--- src/hdl/mtwa_pkg.sv ---
// ----------------------------------------------------------------------------
// mtwa_pkg: shared constants and types of the tare window averager
// Sizes, divisor reciprocals and the stage control record used by all lanes.
// ----------------------------------------------------------------------------
package mtwa_pkg;

  localparam int unsigned LANES       = 6;
  localparam int unsigned CHANNELS    = 6;
  localparam int unsigned WINDOW_LEN  = 10;
  localparam int unsigned CAL_LEN     = 100;
  localparam int unsigned SAMPLE_BITS = 24;
  localparam int unsigned VALUE_BITS  = 25;

  localparam int unsigned MAX_LEN  = (CAL_LEN > WINDOW_LEN) ? CAL_LEN : WINDOW_LEN;
  localparam int unsigned CNT_BITS = $clog2(MAX_LEN + 1);

  // reciprocal multiply: floor(x * K >> S) == x / d for x < 2^SAMPLE_BITS
  localparam int unsigned MUL_BITS  = SAMPLE_BITS + 1;
  localparam int unsigned PROD_BITS = SAMPLE_BITS + MUL_BITS;
  localparam int unsigned SHIFT_WIN = SAMPLE_BITS + $clog2(WINDOW_LEN);
  localparam int unsigned SHIFT_CAL = SAMPLE_BITS + $clog2(CAL_LEN);
  localparam longint unsigned MUL_WIN = ((64'd1 << SHIFT_WIN) / WINDOW_LEN) + 64'd1;
  localparam longint unsigned MUL_CAL = ((64'd1 << SHIFT_CAL) / CAL_LEN) + 64'd1;

  typedef logic signed [SAMPLE_BITS-1:0] sample_t;
  typedef logic signed [VALUE_BITS-1:0]  value_t;

  typedef struct packed {
    logic valid;
    logic cal;
    logic clear;
    logic emit;
  } stage_t;

endpackage

--- src/hdl/mtwa_ctrl.sv ---
// ----------------------------------------------------------------------------
// mtwa_ctrl: sequencing and merge control of the tare window averager
// Tracks mode and set count at acceptance, carries stage records down the
// pipeline, and holds the result valid and kind.
// ----------------------------------------------------------------------------
module mtwa_ctrl (
  input  logic            clk_i,
  input  logic            rst_ni,
  input  logic            in_valid_i,
  input  logic            command_i,
  input  logic            out_ready_i,
  output logic            in_ready_o,
  output logic            en_o,
  output mtwa_pkg::stage_t stg_a_o,
  output mtwa_pkg::stage_t stg_b_o,
  output mtwa_pkg::stage_t stg_c_o,
  output logic            out_valid_o,
  output logic            kind_o
);

  logic                             cal_q, cal_d;
  logic [mtwa_pkg::CNT_BITS-1:0]    cnt_q, cnt_d;
  logic [mtwa_pkg::CNT_BITS-1:0]    cnt_base, cnt_inc, limit;
  logic                             eff_cal, emit, accept, en;
  mtwa_pkg::stage_t                 new_stg;
  mtwa_pkg::stage_t                 stg_a_q, stg_b_q, stg_c_q;
  logic                             out_valid_q, out_valid_d;
  logic                             kind_q;

  // stall only when an emitting transaction meets a full, untaken output
  assign en         = !(stg_c_q.valid && stg_c_q.emit && out_valid_q && !out_ready_i);
  assign in_ready_o = en;
  assign accept     = in_valid_i && en;

  always_comb begin
    eff_cal  = command_i | cal_q;
    cnt_base = command_i ? '0 : cnt_q;
    cnt_inc  = cnt_base + mtwa_pkg::CNT_BITS'(1);
    limit    = eff_cal ? mtwa_pkg::CNT_BITS'(mtwa_pkg::CAL_LEN)
                       : mtwa_pkg::CNT_BITS'(mtwa_pkg::WINDOW_LEN);
    emit     = (cnt_inc >= limit);

    cal_d = cal_q;
    cnt_d = cnt_q;
    if (accept) begin
      if (emit) begin
        cnt_d = '0;
        cal_d = 1'b0;
      end else begin
        cnt_d = cnt_inc;
        cal_d = eff_cal;
      end
    end

    new_stg.valid = accept;
    new_stg.cal   = eff_cal;
    new_stg.clear = command_i;
    new_stg.emit  = emit;

    out_valid_d = out_valid_q;
    if (en && stg_c_q.valid && stg_c_q.emit) begin
      out_valid_d = 1'b1;
    end else if (out_ready_i) begin
      out_valid_d = 1'b0;
    end
  end

  always_ff @(posedge clk_i or negedge rst_ni) begin
    if (!rst_ni) begin
      cal_q       <= 1'b1;
      cnt_q       <= '0;
      stg_a_q     <= '0;
      stg_b_q     <= '0;
      stg_c_q     <= '0;
      out_valid_q <= 1'b0;
      kind_q      <= 1'b0;
    end else begin
      cal_q       <= cal_d;
      cnt_q       <= cnt_d;
      out_valid_q <= out_valid_d;
      if (en) begin
        stg_a_q <= new_stg;
        stg_b_q <= stg_a_q;
        stg_c_q <= stg_b_q;
        if (stg_c_q.valid && stg_c_q.emit) begin
          kind_q <= stg_c_q.cal;
        end
      end
    end
  end

  assign en_o        = en;
  assign stg_a_o     = stg_a_q;
  assign stg_b_o     = stg_b_q;
  assign stg_c_o     = stg_c_q;
  assign out_valid_o = out_valid_q;
  assign kind_o      = kind_q;

endmodule

--- config.mk ---
export PLATFORM = sky130hd
export DESIGN_NAME = mtwa_ctrl
export DESIGN_NICKNAME = d
export VERILOG_FILES = /design/src/hdl/mtwa_pkg.sv /design/src/hdl/mtwa_ctrl.sv
export SDC_FILE = /design/constraint.sdc
export NUM_CORES = 1
export LEC_CHECK = 0
export ABC_AREA = 0
export BUFFER_PORTS_ARGS = -buffer_cell sky130_fd_sc_hd__buf_2
export CAP_MARGIN = 5
export CORE_ASPECT_RATIO = 0.8
export CORE_MARGIN = 2
export CORE_UTILIZATION = 48
export DETAILED_ROUTE_END_ITERATION = 7
export GPL_TIMING_DRIVEN = 0
export PLACE_DENSITY_LB_ADDON = 0.05
export SKIP_CTS_REPAIR_TIMING = 1
export SLEW_MARGIN = 40
export SYNTH_ARGS = -nofsm -noshare
export SYNTH_HDL_FRONTEND = slang
export SYNTH_SLANG_ARGS = --single-unit
--- constraint.sdc ---
create_clock -name clk_i -period 3.55 [get_ports clk_i]
set_input_delay 0.355 -clock clk_i [delete_from_list [all_inputs] [get_ports clk_i]]
set_output_delay 0.355 -clock clk_i [all_outputs]
set_load 0.1 [all_outputs]
=== Word-level counts from Yosys, hierarchy flattened ===
Cells that the tools add are included.

* Flip-flop bits (word level): 22
* Latch bits: 0
* RAM bits: 0
* Memory bits (read-only): 0
* Input bits: 5
* Word-level logic and storage cells: 36
* Memories kept: 0

* Add/sub/neg operators: 1
* Multipliers: 0
* Divide/modulo/power cells: 0
* Order comparisons: 1
* Equality and inequality tests: 0
* Shift-type cells: 0
* Muxes and demuxes: 6
* Bitwise operators: 2
* Reductions and logical operators: 10

{| class="wikitable"
|+ Operators by type and width
! operator !! count
|-
| 2-to-1 mux 7 bit || 3
|-
| adder 7 x 1 -> 7 bit (second input constant) || 1
|-
| greater-or-equal comparator 7 bit || 1
|-
| logical AND 1 bit || 6
|-
| 2-to-1 mux 1 bit || 3
|-
| logical NOT 1 bit || 2
|-
| AND reduction 2 bit || 1
|-
| nonzero test 2 bit || 1
|-
| NOT 1 bit || 1
|-
| OR 1 bit || 1
|}

=== Depth between registers and ports, before layout ===
* Depth in word-level cells: 7
* Mapped depth: 12

=== Least setup slack after synthesis ===
OpenSTA, ideal clock, no wires.

* Path kind: register to output
* From: reg stg_c_q (netlist bit stg_c_o[3])
* To: out in_ready_o
* Arrival time: 2.754 ns
* Setup slack: 0.441 ns
* Cell stages (with the launch flop): 4
* Path buffers: 2
* Cells stage by stage: dfrtp_1 nand4b_1 clkbuf_1 buf_4

* Cells in the longest elaborated chain, start to end: 4

{| class="wikitable"
|+ Ends and longest elaborated chain
! element !! RTL line !! source
|-
| start: declaration || mtwa_ctrl.sv:26 || <nowiki>mtwa_pkg::stage_t stg_a_q, stg_b_q, stg_c_q;</nowiki>
|-
| start signal: assignment || mtwa_ctrl.sv:84 || <nowiki>stg_c_q <= stg_b_q;</nowiki>
|-
| logical AND 1 bit (3 in a row) || mtwa_ctrl.sv:31 || <nowiki>assign en = !(stg_c_q.valid && stg_c_q.emit && out_valid_q && !out_ready_i);</nowiki>
|-
| logical NOT 1 bit || mtwa_ctrl.sv:31 ||
|-
| end: declaration || mtwa_ctrl.sv:12 || <nowiki>output logic in_ready_o,</nowiki>
|}

No other way between the ends.

=== Worst setup path in the final report ===
* From: in command_i
* To: reg stg_a_q (netlist bit stg_a_o[0])

* Cells in the longest elaborated chain, start to end: 3

{| class="wikitable"
|+ Ends and longest elaborated chain
! element !! RTL line !! source
|-
| start: declaration || mtwa_ctrl.sv:10 || <nowiki>input logic command_i,</nowiki>
|-
| 2-to-1 mux 7 bit or OR 1 bit (tied branches) || mtwa_ctrl.sv:37, mtwa_ctrl.sv:36 ||
|-
| adder 7 x 1 -> 7 bit or 2-to-1 mux 7 bit (tied branches) || mtwa_ctrl.sv:38, mtwa_ctrl.sv:39 ||
|-
| greater-or-equal comparator 7 bit (*) || mtwa_ctrl.sv:41 || <nowiki>emit = (cnt_inc >= limit);</nowiki>
|-
| end signal: assignment || mtwa_ctrl.sv:82 || <nowiki>stg_a_q <= new_stg;</nowiki>
|-
| end: declaration || mtwa_ctrl.sv:26 ||
|}

Every way passes the cells marked *; elsewhere a longest branch is shown, timed or not.
A chain may end at the register's enable or synchronous reset.

==> metrics.yaml <==
status: "completed"
synth_cell_types: 27
crit_chain: "buf_2 > clkbuf_1 > nor2b_1 > ha_1 > nand3_1 > nor2_1 > xnor2_1 > nor2_1 > ha_1 > nand2_1 > o311ai_4 > mux2_2"
rrSetupSlack_ns: 0.90
dr.first_iter.drc_count: 26
hold_path.class: "primary input to register"
crit_cells: 12
design.die.area_um2: 2786
rows: 15
min_period_over_period: 0.7795
core-area_um2: 2196
layout_commonest_cell: "dfrtp_1"
p_per_area_nw_per_um2: 399.9
syn-num-nets: 113
ys_warn_count: 0
cp-start-kind: "primary input"
fin_tns_setup_ns: 0
grt_pass1_vias: 743
arrival_ns: 3.03
viasPerCell: 5.316
antenna_found_initial: 0
fmax_mhz: 361.4
maxCapViolCount: 0
ioPinCount: 21
required_ns: 3.81
multiInputGateArea_um2: 555.5
die_w_um: 58.51
ir_drop_uv: 362.7
cts_root_buffer: "clkbuf_4"
syn_area_um2: 1141
cts_sinks: 22
timing_max_transition_violations_final: 0
r2r_end: "stg_a_o[0]"
drt_wl_total_um: 2057
grt.overflow.total: 0
cts-buffers-inserted: 3
avgSynthCellArea_um2: 11.19
clock_latency_ns: 0.31
crit_buf_inv: 2
clk_pin_slew_ns: 0.12
post_drt_wl_per_cell_um: 13.53
cp-startpoint: "command_i"
cts.path.max_buffers: 2
ys_ff_latch: 22
dpl.hpwl_um: 1538
ff_latch_area_um2: 551.8
synth_enable_flop_cells: 0
diodes: 0
dr.pass1.iters: 4
ant_nets: 0
layout-drive-gt1-share: 0.2992
hold_viol: 0
grt_pass1_wl_um: 3394
ys_async_sr_fraction: 1.000
period_minus_slack_ns: 2.767
worst_pin_slew_ns: 0.5470
vias: 808
leakage_nw: 0.6477
ys_dominant_reg_cell: "dfrtp_1"
reg2regPathDepth: 10
r2r-start: "cnt_q[0]"
gp_congestion: 0.8317
initial_core_util: 0.5197
grt_max_degree: 23
synth_cells: 102
htreeDepth: 1
critPathMaxFanout: 10
cp_top_family: "buffers and inverters"
critPathSlowestCell: "o311ai_4"
skew_ns: 0.001485
syn_to_final_growth_pct: 17.00
crit_end: "stg_a_o[0]"
utilization: 0.6080
drc: 0
setup_viol: 0
io_buffers: 20
die_y_um: 47.61
hold_slack_ns: 0.2160
cp-end-kind: "register"
relSlewSlack: 0.6344
rsz0062_at_grt: "false"
grt_usage: 0.1690
yosysSeqAreaShare: 0.4836
slowest_delay_ns: 0.53
crit_type: "primary input to register"
cts_tree: "yes"
final_cell_mix: "dfrtp_1 (21), buf_2 (20), nand2_1 (13)"
nets: 139
min_from: "out_ready_i"
fill_cells: 198
==> cell families after synthesis <==
kind of cell,after synthesis,synth area share
xor gates and xnor gates,5,0.03838
adders and majority gates,6,0.06579
buffers and inverters,8,0.02960
and+or+nand+nor,35,0.1480
muxes,9,0.08882
AOI/OAI and AO/OA,17,0.1458
DFF,22,0.4836
==> synthesized netlist by cell type, types with 3 or more instances <==
cell type | number | area (um2)
o31ai_1 | 3 | 22.52
nand3_1 | 3 | 15.01
nor2b_1 | 3 | 18.77
nor2_1 | 8 | 30.03
ha_1 | 6 | 75.07
xnor2_1 | 3 | 26.28
mux2_2 | 7 | 78.83
nand2_1 | 13 | 48.80
dfrtp_1 | 21 | 525.5
nand2b_1 | 3 | 18.77
a21oi_1 | 5 | 25.02
clkbuf_1 | 3 | 11.26
o41ai_2 | 3 | 48.80
inv_1 | 4 | 15.01
==> flip-flops by register name (all words and copies together), names as in the netlist <==
signal	count
stg_c_o	4
stg_b_o	4
cal_q	1
stg_a_o	4
out_valid_o	1
kind_o	1
cnt_q	7
==> layer usage <==
metal  GRT usage  share of wire  up-vias
met5           0              0        -
met4     0.05581         0.0088        0
met3     0.05135          0.060        4
met2      0.2764           0.43       20
met1      0.2190           0.50      380
li1            -              -      404
==> power by group <==
part | switching, mW | internal, mW
logic | 0.0573 | 0.0170
clock network | 0.0787 | 0.114
registers | 0.00665 | 0.260
==> worst min-delay path by stage <==
stage | end | slack (ns) | depth (start not counted)
after floorplan | cnt_q[0] | 0.06 | 0
after global placement | cnt_q[4] | 0.34 | 1
after detailed placement | cnt_q[4] | 0.34 | 1
after CTS | stg_c_o[1] | -0.01 | 1
after global routing | out_valid_o | 0.20 | 2
final | out_valid_o | 0.22 | 2
==> per-stage QoR <==
stage	area [um2]	worst slack [ns]	std cells	total power [mW]
after floorplan	1141	0.4412	102	0.3266
after global placement	1272	0.4988	147	0.3446
after detailed placement	1272	0.4033	147	0.3462
after CTS	1325	0.7587	151	0.5373
after global routing	1335	0.5941	152	0.5604
final	1335	0.7829	152	0.5338
==> layout make-up <==
| class | count | share of cell area |
|---|---|---|
| multi-input cells | 72 | 0.4161 |
| flip-flops and latches | 22 | 0.4133 |
| plain buffers | 4 | 0.01406 |
| repair buffers | 21 | 0.08247 |
| clock buffers | 3 | 0.01687 |
| well taps | 25 | 0.02343 |
| inverters | 4 | 0.01125 |
| clock inverters | 1 | 0.02249 |
No activity file was read; power rests on OpenSTA's default activity.
